===== config.mk =====
export PLATFORM = sky130hd
export DESIGN_NAME = palette_chunky_to_planar_core
export DESIGN_NICKNAME = d
export VERILOG_FILES = /design/src/pc2p_pkg.sv /design/src/palette_chunky_to_planar_core.sv
export SDC_FILE = /design/constraint.sdc
export NUM_CORES = 1
export LEC_CHECK = 0
export BUFFER_PORTS_ARGS = -buffer_cell sky130_fd_sc_hd__buf_2
export CORE_AREA = 4 4 256 195
export DETAILED_ROUTE_END_ITERATION = 8
export DIE_AREA = 0 0 260 199
export PLACE_DENSITY = 0.58
export SLEW_MARGIN = 40
export SYNTH_ARGS = -nofsm -noshare
export SYNTH_HDL_FRONTEND = slang
export SYNTH_SLANG_ARGS = --single-unit

===== constraint.sdc =====
create_clock -name clk -period 7.95 [get_ports clk]
set_input_delay 0.3975 -clock clk [delete_from_list [all_inputs] [get_ports clk]]
set_output_delay 0.3975 -clock clk [all_outputs]
set_load 0.005 [all_outputs]

===== src/pc2p_pkg.sv =====
// Shared types and field widths for the palette chunky-to-planar converter.
package pc2p_pkg;

  localparam int OPCODE_W = 2;
  localparam int PIXEL_W  = 12;
  localparam int SLOT_W   = 4;
  localparam int INDEX_W  = 4;   // four bitplanes
  localparam int PLANES   = 4;
  localparam int PLANE_W  = 16;

  typedef enum logic [OPCODE_W-1:0] {
    OP_PIXEL = 2'd0,
    OP_LOCK  = 2'd1,
    OP_CLEAR = 2'd2
  } opcode_t;

endpackage


===== src/palette_chunky_to_planar_core.sv =====
// Palette chunky-to-planar converter: palette lookup and four-bitplane packing.
//
// Rate: one request per clock cycle, sustained. A request is captured in an input
// register, looked up against all palette slots at once (parallel compare plus a
// priority encode of the lowest hit or lowest free slot) and, on every
// GROUP_PIXELS-th pixel, the four plane words land in the result register. out_tvalid
// rises once the last pixel of a group has moved from the input register into the
// result register. The input side stalls only while the result register holds an
// untaken group and out_tready is low.
// in_tuser carries the opcode (0 pixel, 1 lock colour at slot, 2 clear palette and
// group; 3 is ignored). Rows must be padded by the sender to whole pixel groups.
module palette_chunky_to_planar_core #(
  parameter int PALETTE_SLOTS = 16,
  parameter int COLOR_BITS    = 12,
  parameter int GROUP_PIXELS  = 16
) (
  input  logic        clk,
  input  logic        rst_n,
  input  logic        in_tvalid,
  output logic        in_tready,
  input  logic [15:0] in_tdata,   // [11:0] pixel_color, [15:12] slot_index
  input  logic [1:0]  in_tuser,   // [1:0] opcode
  output logic        out_tvalid,
  input  logic        out_tready,
  output logic [63:0] out_tdata,  // [15:0] plane_zero, [31:16] plane_one,
                                  // [47:32] plane_two, [63:48] plane_three
  output logic        out_tuser   // [0] palette_overflow
);

  localparam int PW = pc2p_pkg::PLANE_W;
  localparam int NP = pc2p_pkg::PLANES;

  // input register
  logic                         s1_valid_r;
  logic [pc2p_pkg::OPCODE_W-1:0] s1_op_r;
  logic [pc2p_pkg::PIXEL_W-1:0]  s1_color_r;
  logic [pc2p_pkg::SLOT_W-1:0]   s1_slot_r;

  // palette and group state
  logic [COLOR_BITS-1:0]   slot_color_r [PALETTE_SLOTS];
  logic [PALETTE_SLOTS-1:0] slot_valid_r, slot_valid_nxt;
  logic [GROUP_PIXELS-1:0] plane_r [NP];
  logic [GROUP_PIXELS-1:0] plane_nxt [NP];
  logic [3:0]              count_r, count_nxt;
  logic                    ovf_r, ovf_nxt;

  // result register
  logic                 out_valid_r;
  logic [NP*PW-1:0]     out_data_r;
  logic                 out_ovf_r;

  logic                 s1_go;
  logic                 emit;
  logic [COLOR_BITS-1:0] color;
  logic [PALETTE_SLOTS-1:0] hit, free_slot, fill;
  logic                 any_hit, any_free;
  logic [pc2p_pkg::INDEX_W-1:0] hit_idx, free_idx, idx;
  logic [NP*PW-1:0]     out_data_nxt;

  assign s1_go     = s1_valid_r && (!out_valid_r || out_tready);
  assign in_tready = !s1_valid_r || s1_go;

  assign out_tvalid = out_valid_r;
  assign out_tdata  = out_data_r;
  assign out_tuser  = out_ovf_r;

  // pixel_color masked to the configured colour width
  assign color = COLOR_BITS'({4'b0000, s1_color_r});

  always_comb begin
    hit_idx   = '0;
    free_idx  = '0;
    for (int i = PALETTE_SLOTS - 1; i >= 0; i--) begin
      hit[i]       = slot_valid_r[i] && (slot_color_r[i] == color);
      free_slot[i] = !slot_valid_r[i];
      if (hit[i]) begin
        hit_idx = pc2p_pkg::INDEX_W'(i);
      end
      if (free_slot[i]) begin
        free_idx = pc2p_pkg::INDEX_W'(i);
      end
    end
    any_hit  = |hit;
    any_free = |free_slot;
    idx      = any_hit ? hit_idx : (any_free ? free_idx : '0);
  end

  always_comb begin
    slot_valid_nxt = slot_valid_r;
    fill           = '0;
    count_nxt      = count_r;
    ovf_nxt        = ovf_r;
    emit           = 1'b0;
    out_data_nxt   = '0;
    for (int p = 0; p < NP; p++) begin
      plane_nxt[p] = plane_r[p];
    end
    case (pc2p_pkg::opcode_t'(s1_op_r))
      pc2p_pkg::OP_PIXEL: begin
        if (!any_hit && any_free) begin
          for (int i = 0; i < PALETTE_SLOTS; i++) begin
            fill[i] = (free_idx == pc2p_pkg::INDEX_W'(i));
          end
          slot_valid_nxt = slot_valid_r | fill;
        end
        if (!any_hit && !any_free) begin
          ovf_nxt = 1'b1;
        end
        for (int p = 0; p < NP; p++) begin
          plane_nxt[p] = {plane_r[p][GROUP_PIXELS-2:0], idx[p]};
          out_data_nxt[p*PW +: PW] = PW'(plane_nxt[p]);
        end
        if (count_r == 4'(GROUP_PIXELS - 1)) begin
          emit      = 1'b1;
          count_nxt = '0;
          for (int p = 0; p < NP; p++) begin
            plane_nxt[p] = '0;
          end
        end else begin
          count_nxt = count_r + 4'd1;
        end
      end
      pc2p_pkg::OP_LOCK: begin
        for (int i = 0; i < PALETTE_SLOTS; i++) begin
          fill[i] = (s1_slot_r == pc2p_pkg::SLOT_W'(i));
        end
        slot_valid_nxt = slot_valid_r | fill;
      end
      pc2p_pkg::OP_CLEAR: begin
        slot_valid_nxt = '0;
        count_nxt      = '0;
        ovf_nxt        = 1'b0;
        for (int p = 0; p < NP; p++) begin
          plane_nxt[p] = '0;
        end
      end
      default: begin
      end
    endcase
  end

  // control state
  always_ff @(posedge clk) begin
    if (!rst_n) begin
      s1_valid_r   <= 1'b0;
      out_valid_r  <= 1'b0;
      slot_valid_r <= '0;
      count_r      <= '0;
      ovf_r        <= 1'b0;
      for (int p = 0; p < NP; p++) begin
        plane_r[p] <= '0;
      end
    end else begin
      if (in_tready) begin
        s1_valid_r <= in_tvalid;
      end
      if (s1_go && emit) begin
        out_valid_r <= 1'b1;
      end else if (out_tready) begin
        out_valid_r <= 1'b0;
      end
      if (s1_go) begin
        slot_valid_r <= slot_valid_nxt;
        count_r      <= count_nxt;
        ovf_r        <= ovf_nxt;
        for (int p = 0; p < NP; p++) begin
          plane_r[p] <= plane_nxt[p];
        end
      end
    end
  end

  // payload
  always_ff @(posedge clk) begin
    if (in_tready && in_tvalid) begin
      s1_op_r    <= in_tuser;
      s1_color_r <= in_tdata[pc2p_pkg::PIXEL_W-1:0];
      s1_slot_r  <= in_tdata[pc2p_pkg::PIXEL_W +: pc2p_pkg::SLOT_W];
    end
    if (s1_go) begin
      for (int i = 0; i < PALETTE_SLOTS; i++) begin
        if (fill[i]) begin
          slot_color_r[i] <= color;
        end
      end
      if (emit) begin
        out_data_r <= out_data_nxt;
        out_ovf_r  <= ovf_nxt;
      end
    end
  end

endmodule


# ---- After elaboration in Yosys (flattened, before gate mapping)
# Memory sizes are Yosys's and may differ from the RTL's.
# Index checks and enable logic that the tools add are counted.
dict set report word_totals {
  regBits 106
  ram_bits 256
  in_bits 22
  out_inout_bits 67
  word_cells 287
  n_memories 2
}
dict set report op_classes {
  add_sub_neg 1
  eq_ne 50
  muxes 149
  n_bitwise 6
  reduce_logical 69
}
# name words word_bits rd rd_ports_with_merged_regs write_ports line_no
set mem_list {}
lappend mem_list {slot_color_r 16 12 16 0 1 palette_chunky_to_planar_core.sv:40} ;# logic [COLOR_BITS-1:0] slot_color_r [PALETTE_SLOTS];
lappend mem_list {plane_r 4 16 4 0 4 palette_chunky_to_planar_core.sv:42} ;# logic [GROUP_PIXELS-1:0] plane_r [NP];
# cell count
set op_table {}
lappend op_table {{2-to-1 mux 4 bit} 50}
lappend op_table {{== test 12 bit} 16}
lappend op_table {{2-to-1 mux 12 bit} 15}
lappend op_table {{OR reduction 12 bit} 15}
lappend op_table {{one-hot mux 64 bit (2 select lines)} 1}
lappend op_table {{2-to-1 mux 16 bit} 6}
lappend op_table {{2-to-1 mux 1 bit} 72}
lappend op_table {{== test 4 bit, second input constant} 17}
lappend op_table {{2-to-1 mux 64 bit} 1}
lappend op_table {{one-hot mux 16 bit (3 select lines)} 1}
lappend op_table {{== test 4 x 3 -> 1 bit, second input constant} 8}
lappend op_table {{bitwise OR 16 bit} 2}
lappend op_table {{one-hot mux 16 bit (2 select lines)} 1}
lappend op_table {{OR reduction 16 bit} 2}
lappend op_table {{logical AND 1 bit} 21}
lappend op_table {{logical NOT 1 bit} 20}
lappend op_table {{== test 4 x 2 -> 1 bit, second input constant} 4}
lappend op_table {{== test 4 x 1 -> 1 bit, second input constant} 2}
lappend op_table {{logical NOT 4 bit} 2}
lappend op_table {{one-hot mux 4 bit (2 select lines)} 1}
lappend op_table {{adder 4 x 1 -> 4 bit, second input constant} 1}
lappend op_table {{bitwise OR 1 bit} 4}
lappend op_table {{AND reduction 2 bit} 2}
lappend op_table {{nonzero test 2 bit} 2}
lappend op_table {{8 further kinds} 9}

# ---- Depth between registers and ports, before layout
# Gate-level depths: netlist of run 1.
dict set report depth {
  ltp_word 38
  ltp_mapped 11
  ltp_nobuf 8
}

# ---- Least setup slack after synthesis of run 1
# No wires, ideal clock.
dict set report synth_path {
  path_type {input-to-reg}
  start {input out_tready}
  end {register out_data_r[0], in the netlist out_tdata[0], enable pin}
  setup_time_ns 0.488
  t_arrival_ns 3.774
  required_time_ns 7.462
  path_slack_ns 3.687
  cell_stages 5
  cell_sequence {nand2b_1 -> nand2_1 -> clkbuf_1 -> buf_1 -> nor2_1}
}
dict set report synth_between {
  elab_chain_len 3
}
# element line_no
set synth_rtl {}
lappend synth_rtl {{from (decl)} palette_chunky_to_planar_core.sv:24} ;# input logic out_tready,
lappend synth_rtl {{logical OR 1 bit} palette_chunky_to_planar_core.sv:60} ;# assign s1_go = s1_valid_r && (!out_valid_r || out_tready);
lappend synth_rtl {{logical AND 1 bit} palette_chunky_to_planar_core.sv:60}
lappend synth_rtl {{AND reduction 2 bit (no line)} -}
lappend synth_rtl {{to (signal assigned)} palette_chunky_to_planar_core.sv:187} ;# out_data_r <= out_data_nxt;
lappend synth_rtl {{to (decl)} palette_chunky_to_planar_core.sv:49} ;# logic [NP*PW-1:0] out_data_r;
# Every way passes these cells.
# A chain may end at the register's enable or synchronous reset.

# ---- Final worst setup path of run 1
dict set report layout_path {
  start {register s1_color_r, in the netlist color[6]}
  end {memory slot_color_r[13][4], in the netlist slot_color_r[1][64], enable pin}
}
dict set report layout_between {
  elab_chain_len 26
}
# element line_no
set layout_rtl {}
lappend layout_rtl {{from (decl)} palette_chunky_to_planar_core.sv:36} ;# logic [pc2p_pkg::PIXEL_W-1:0] s1_color_r;
lappend layout_rtl {{from (signal assigned)} palette_chunky_to_planar_core.sv:177} ;# s1_color_r <= in_tdata[pc2p_pkg::PIXEL_W-1:0];
lappend layout_rtl {{== test 12 bit} palette_chunky_to_planar_core.sv:74} ;# hit[i] = slot_valid_r[i] && (slot_color_r[i] == color);
lappend layout_rtl {{logical AND 1 bit} palette_chunky_to_planar_core.sv:74}
lappend layout_rtl {{OR reduction 16 bit *} palette_chunky_to_planar_core.sv:83} ;# any_hit = |hit;
lappend layout_rtl {{logical NOT 1 bit *} palette_chunky_to_planar_core.sv:100} ;# if (!any_hit && any_free) begin
lappend layout_rtl {{logical AND 1 bit *} palette_chunky_to_planar_core.sv:100}
lappend layout_rtl {{2-to-1 mux 16 bit *} palette_chunky_to_planar_core.sv:100}
lappend layout_rtl {{one-hot mux 16 bit (2 select lines) *} palette_chunky_to_planar_core.sv:98} ;# case (pc2p_pkg::opcode_t'(s1_op_r))
lappend layout_rtl {{2-to-1 mux 1 bit} palette_chunky_to_planar_core.sv:182} ;# if (fill[i]) begin
lappend layout_rtl {{2-to-1 mux 1 bit} palette_chunky_to_planar_core.sv:180} ;# if (s1_go) begin
lappend layout_rtl {{2-to-1 mux 1 bit (implied by the code)} palette_chunky_to_planar_core.sv:183} ;# slot_color_r[i] <= color;
lappend layout_rtl {{OR reduction 12 bit (no line)} -}
lappend layout_rtl {{2-to-1 mux 4 bit (no line) / 2-to-1 mux 1 bit (equally long branches) (15 in series)} -}
lappend layout_rtl {{to (decl)} palette_chunky_to_planar_core.sv:40}
# Mark *: on every way between the ends. The rest lies on a longest branch, timed or not.

==> results.sh, run 1 <==
export IMPL_routedWlPerCell_um=18.1
export IMPL_hold_path_class="in2reg"
export IMPL_dp_hpwl_mm=21.4
export IMPL_synth_edff_count=335
export IMPL_die_x_um=260
export IMPL_ys_seq_area_frac=0.677
export IMPL_start_util=0.329
export IMPL_clock_sinks=358
export IMPL_vias_per_cell=4.82
export IMPL_final_cell_mix="edfxtp_1, xnor2_1, and2_1"
export IMPL_cp_top_family="simple AND/OR/NAND/NOR gates"
export IMPL_synth_avg_cell_area_um2=14.5
export IMPL_io_pins=89
export IMPL_synth_nets=1101
export IMPL_cts_clk_slew_worst_paths_ns=0.06
export IMPL_hold_viol_final=0
export IMPL_nets=1199
export IMPL_grt_usage=0.129
export IMPL_rrSetupSlack_ns=4.40
export IMPL_syn_area_um2=15500
export IMPL_slew_violations=0
export IMPL_whs_path_depth=1
export IMPL_worstSetupStartpointType="register"
export IMPL_design_area_um2=17700
export IMPL_die_y_um=199
export IMPL_antenna_cells=0
export IMPL_period_needed_ns=3.55
export IMPL_clock_path_buffers=3
export IMPL_syn_inst=1075
export IMPL_port_buffers=88
export IMPL_synth_seq_cells=358
export IMPL_num_rows=69
export IMPL_dieArea_um2=51700
export IMPL_report_power_total_w=0.00398
export IMPL_holdBufCountCts=0
export IMPL_cp_max_fo=32
export IMPL_post_cts_setup_buffers=0
export IMPL_antenna_found_initial=0
export IMPL_r2r_cells=9
export IMPL_crit_required_ns=8.09
export IMPL_hp_start="in_tdata[9]"
export IMPL_synthArstFlopShare=0
export IMPL_fmax_ghz=0.281
export IMPL_grt_pass1_wl_mm=52.0
export IMPL_cts_tree="built"
export IMPL_cts_htree_levels=2
export IMPL_cts_root_buffer="clkbuf_16"
export IMPL_max_stage_delay_ns=0.62
export IMPL_placed_area_um2=16600
export IMPL_clkLatencyLatePin_ns=0.53
export IMPL_synthFlopType="edfxtp_1"
export IMPL_vias=8867
export IMPL_cap_violations=0
export IMPL_yosys_warnings=0
export IMPL_routabilityCongestion=0.938
export IMPL_final_antenna_net_count=0
export IMPL_wl_mm=33.3
export IMPL_grt_max_degree=73
export IMPL_skew_ns=0.0292
export IMPL_reg2reg_to="slot_color_r[1][64]"
export IMPL_r2r_start="color[6]"
export IMPL_rsz0062_at_grt="no"
export IMPL_cellPowerDensity_nw_per_um2=225
export IMPL_grt_overflow_total=0
export IMPL_coreArea_um2=47200
export IMPL_firstDrtPassIters=5
export IMPL_register_area_um2=10500
export IMPL_end_kind="register"
export IMPL_tns_ns=0
export IMPL_drt_iter0_drc=759
export IMPL_syn_to_final_growth_pct=14.0
export IMPL_ir_drop_mv=0.188
export IMPL_final_common_cell="edfxtp_1"
export IMPL_leakage_nw=5.50
export IMPL_drc=0
export IMPL_fillCellCount=4473
export IMPL_fin_hold_ws_ns=0.0429
export IMPL_first_global_vias=8766
export IMPL_cts_buffers=37
export IMPL_cp_arrival_ns=3.69
export IMPL_critPathBufInv=2
export IMPL_drive_gt1_frac=0.163
export IMPL_tightest_slew_ns=0.832
export IMPL_timing_final_crit_share=0.447
export IMPL_path_cells="buf_4, xnor2_2, nand4_1, nor4_1, nor4_2, and4b_1, buf_4, nand4_1, a21oi_2"
export IMPL_synth_cell_type_count=64
export IMPL_startpoint="color[6]"
export IMPL_status="complete, no violations"
export IMPL_multi_input_area_um2=4560
export IMPL_holdPathEnd="color[9]"
export IMPL_max_slew_margin_rel=0.445
export IMPL_cp_slowest_cell="a21oi_2"
export IMPL_cts_resized=0
export IMPL_final_setup_viol_count=0
export IMPL_path_class="reg2reg"
metrics by stage:
step | cells | util | setup WS, ns
floorplan | 1075 | - | 3.69
global placement | 1772 | 0.349 | 4.09
detailed placement | 1772 | 0.351 | 4.43
CTS | 1837 | 0.374 | 4.39
global route | 1838 | 0.375 | 4.10
finish | 1838 | 0.375 | 4.40
area by class of cell:
class,count,area share
Clock inverter,14,0.00615
Sequential cell,358,0.594
Timing Repair Buffer,111,0.0350
Clock buffer,51,0.0576
Inverter,21,0.00445
Tap cell,639,0.0451
Multi-Input combinational cell,644,0.258
flip-flops by register name, summed over array words and instances, names as in the netlist, 2 cells and up:
signal,cells
plane_r,60
s1_slot_r,4
count_r,4
slot_valid_r,16
s1_op_r,2
out_tdata,64
slot_color_r,192
color,12
synthesized netlist by cell type, drive strengths merged, types with 2 or more instances:
library cell / number / area share
a21oi: 23 / 0.0074
nand4: 49 / 0.020
and2: 122 / 0.049
inv: 21 / 0.0051
nor2: 17 / 0.0041
nand2: 54 / 0.013
xnor2: 168 / 0.097
nor3: 7 / 0.0023
o21ai: 17 / 0.0055
nor2b: 6 / 0.0024
buf: 36 / 0.025
o211ai: 4 / 0.0023
a221oi: 2 / 0.0011
nand3: 45 / 0.014
a32o: 2 / 0.0013
a21boi: 4 / 0.0019
nand2b: 5 / 0.0020
ha: 4 / 0.0032
a31oi: 13 / 0.0052
nor3b: 3 / 0.0014
and3: 6 / 0.0024
a2111oi: 3 / 0.0021
dfxtp: 23 / 0.030
or4: 7 / 0.0039
o221ai: 2 / 0.0011
a311oi: 2 / 0.0015
xor2: 24 / 0.014
clkbuf: 16 / 0.0045
edfxtp: 335 / 0.65
o31ai: 8 / 0.0039
o21a: 2 / 0.00097
a211oi: 4 / 0.0019
nor4: 26 / 0.014
report_power, final:
part           internal, W  switching (W)  total (W)
registers          0.00210      0.0000160    0.00212
logic            0.0000806       0.000148   0.000228
clock network     0.000933       0.000707    0.00164
total              0.00311       0.000871    0.00398
per-layer routing:
layer  global-route usage  part of all wire  vias to the layer above
li1                     -                 -                     4135
met1                0.197              0.49                     4380
met2                0.184              0.42                      292
met3               0.0307             0.072                       60
met4               0.0298             0.017                        0
met5                    0                 0                        -
how the worst max path moves through the flow:
stage | to | slack (ns) | cells past startpoint
3_5_place_dp | slot_color_r[1][64] | 4.43 | 9
2_1_floorplan | out_tdata[0] | 3.69 | 5
3_3_place_gp | slot_color_r[1][64] | 4.09 | 9
5_1_grt | slot_color_r[1][67] | 4.10 | 9
4_1_cts | slot_color_r[1][64] | 4.39 | 9
6_report | slot_color_r[1][64] | 4.40 | 9
kinds of logic (layout without fill, tap and decap cells):
| family | count (synthesis) | after routing | synth area share |
|---|---|---|---|
| and+or+nand+nor | 354 | 354 | 0.133 |
| DFF | 358 | 358 | 0.677 |
| buffers and inverters | 73 | 197 | 0.0344 |
| AOI/OAI and AO/OA | 94 | 94 | 0.0413 |
| adders and majority gates | 4 | 4 | 0.00322 |
| xor gates and xnor gates | 192 | 192 | 0.111 |
No activity file was read; power rests on OpenSTA's default activity.
==> run 2, diff against run 1 <==
PLACE_DENSITY = 0.6   (was 0.58)
clock period = 3.1 ns   (was 7.95 ns; I/O delays follow)
==> results.sh, run 2 (synthesized netlist as in run 1, its figures left out) <==
export IMPL_cts_tree="built"
export IMPL_end_kind="register"
export IMPL_clock_path_buffers=3
export IMPL_final_util=0.388
export IMPL_start_util=0.329
export IMPL_ir_drop_mv=0.392
export IMPL_p_clk_frac=0.400
export IMPL_drt_iter0_drc=918
export IMPL_coreArea_um2=47200
export IMPL_grt_use_met3=0.0332
export IMPL_leakage_nw=5.82
export IMPL_grt_overflow_total=0
export IMPL_vias_per_cell=4.77
export IMPL_power_switching_w=0.00222
export IMPL_port_buffers=88
export IMPL_firstDrtPassIters=5
export IMPL_drc=0
export IMPL_cts_clk_slew_worst_paths_ns=0.06
export IMPL_period_needed_ns=2.97
export IMPL_share_comb_of_total_power=0.065
export IMPL_dieArea_um2=51700
export IMPL_grt_max_degree=71
export IMPL_tns_ns=0
export IMPL_final_antenna_net_count=0
export IMPL_die_y_um=199
export IMPL_r2r_cells=11
export IMPL_fin_hold_ws_ns=0.140
export IMPL_whs_path_depth=4
export IMPL_max_slew_margin_rel=0.509
export IMPL_routabilityCongestion=0.940
export IMPL_tightest_slew_ns=0.731
export IMPL_final_setup_viol_count=0
export IMPL_grt_pass1_wl_mm=52.7
export IMPL_cts_buffers=36
export IMPL_fmax_ghz=0.336
export IMPL_cts_htree_levels=2
export IMPL_die_x_um=260
export IMPL_cp_max_fo=34
export IMPL_placed_area_um2=17000
export IMPL_worstSetupStartpointType="register"
export IMPL_cp_arrival_ns=3.20
export IMPL_cts_root_buffer="clkbuf_16"
export IMPL_path_class="reg2reg"
export IMPL_use_met1=0.198
export IMPL_antenna_cells=0
export IMPL_num_rows=69
export IMPL_drive_gt1_frac=0.181
export IMPL_clock_sinks=358
export IMPL_vias=9021
export IMPL_largest_register="slot_color_r"
export IMPL_post_cts_setup_buffers=0
export IMPL_hold_viol_final=0
export IMPL_io_pins=89
export IMPL_first_global_vias=8966
export IMPL_max_stage_delay_ns=0.43
export IMPL_cp_slowest_cell="edfxtp_1"
export IMPL_skew_ns=0.0233
export IMPL_final_common_cell="edfxtp_1"
export IMPL_final_cell_mix="edfxtp_1, xnor2_1, and2_1"
export IMPL_cellPowerDensity_nw_per_um2=555
export IMPL_design_area_um2=18300
export IMPL_clkLatencyLatePin_ns=0.53
export IMPL_slew_violations=0
export IMPL_status="complete, no violations"
export IMPL_gr_max_usage_layer="met1"
export IMPL_nets=1255
export IMPL_cap_violations=0
export IMPL_syn_to_final_growth_pct=17.8
export IMPL_routedWlPerCell_um=18.0
export IMPL_grt_usage=0.130
export IMPL_antenna_found_initial=0
export IMPL_p_int_w=0.00794
export IMPL_hold_path_class="in2reg"
export IMPL_path_cells="buf_12, xnor2_1, nand4_1, nor4_1, buf_4, nor4_2, and4b_1, buf_12, nand3_1, a21oi_1, buf_4"
export IMPL_crit_required_ns=3.32
export IMPL_wl_mm=34.2
export IMPL_dp_hpwl_mm=22.5
export IMPL_met2_usage=0.188
export IMPL_largest_reg_flops=192
export IMPL_pwr_share_seq=0.535
export IMPL_switching_share=0.218
export IMPL_timing_final_crit_share=0.959
[run 2: cell types whose count changed in the layout (fill, tap and decap cells not counted), moves of 2 or more]
cell,change
buf_12,+17
clkbuf_8,-2
a21oi_4,-2
a21oi_2,-3
clkinv_1,-4
a21oi_1,+5
buf_4,+19
clkinv_2,+5
dlygate4sd3_1,+21
inv_6,+2
clkinv_4,-2
[run 2: layer usage]
| layer | part of all wire | up-vias |
|---|---|---|
| met2 | 0.41 | 239 |
| li1 | - | 4246 |
| met5 | 0 | - |
| met1 | 0.50 | 4480 |
| met3 | 0.064 | 56 |
| met4 | 0.017 | 0 |
[run 2: worst paths after layout]
kind | startpoint | end | slack (ns)
worst max-delay path | color[7] | slot_color_r[0][48] | 0.13
worst min-delay path | out_tready | out_tvalid | 0.14
worst max register to register | color[7] | slot_color_r[0][48] | 0.13
worst min register to register | ovf_r | ovf_r | 0.49
[run 2: stage by stage]
stage                     worst slack [ns]  instances  total power [W]
after detailed placement             0.165       1808          0.00617
final                                0.127       1893           0.0102
after global routing             -0.000665       1893           0.0105
after global placement               0.223       1808          0.00617
after floorplan                    -0.0436       1075          0.00599
after CTS                            0.147       1892           0.0103
[run 2: area by class of cell]
type | count | area (um2)
tap | 639 | 800
multi-input combinational | 644 | 4520
timing repair buffer | 168 | 1310
inverter | 21 | 78.8
sequential | 358 | 10500
fill | 4497 | 28900
clock buffer | 49 | 971
clock inverter | 14 | 98.8
[run 2: worst max-delay path: cells and delay by family (launching register included)]
family / cells / cell delay [ns]
xor+xnor: 1 / 0.15
flops: 1 / 0.43
compound gates: 1 / 0.22
simple gates: 5 / 1.01
buf+inv: 4 / 0.79
[run 2: power by group through the flow]
| stage | sequential [W] | combinational (W) | clock (W) |
|---|---|---|---|
| 2_1_floorplan | 0.00554 | 0.000448 | 0 |
| 3_3_place_gp | 0.00553 | 0.000636 | 0 |
| 3_5_place_dp | 0.00553 | 0.000642 | 0 |
| 4_1_cts | 0.00543 | 0.000665 | 0.00417 |
| 5_1_grt | 0.00544 | 0.000723 | 0.00439 |
| 6_report | 0.00543 | 0.000659 | 0.00407 |
[run 2: what timing repair did]
action                                 CTS  global route
setup endpoints to repair                0            23
endpoints found under the hold margin   24             0
gates resized for setup                  0             3
hold buffers                            21             0
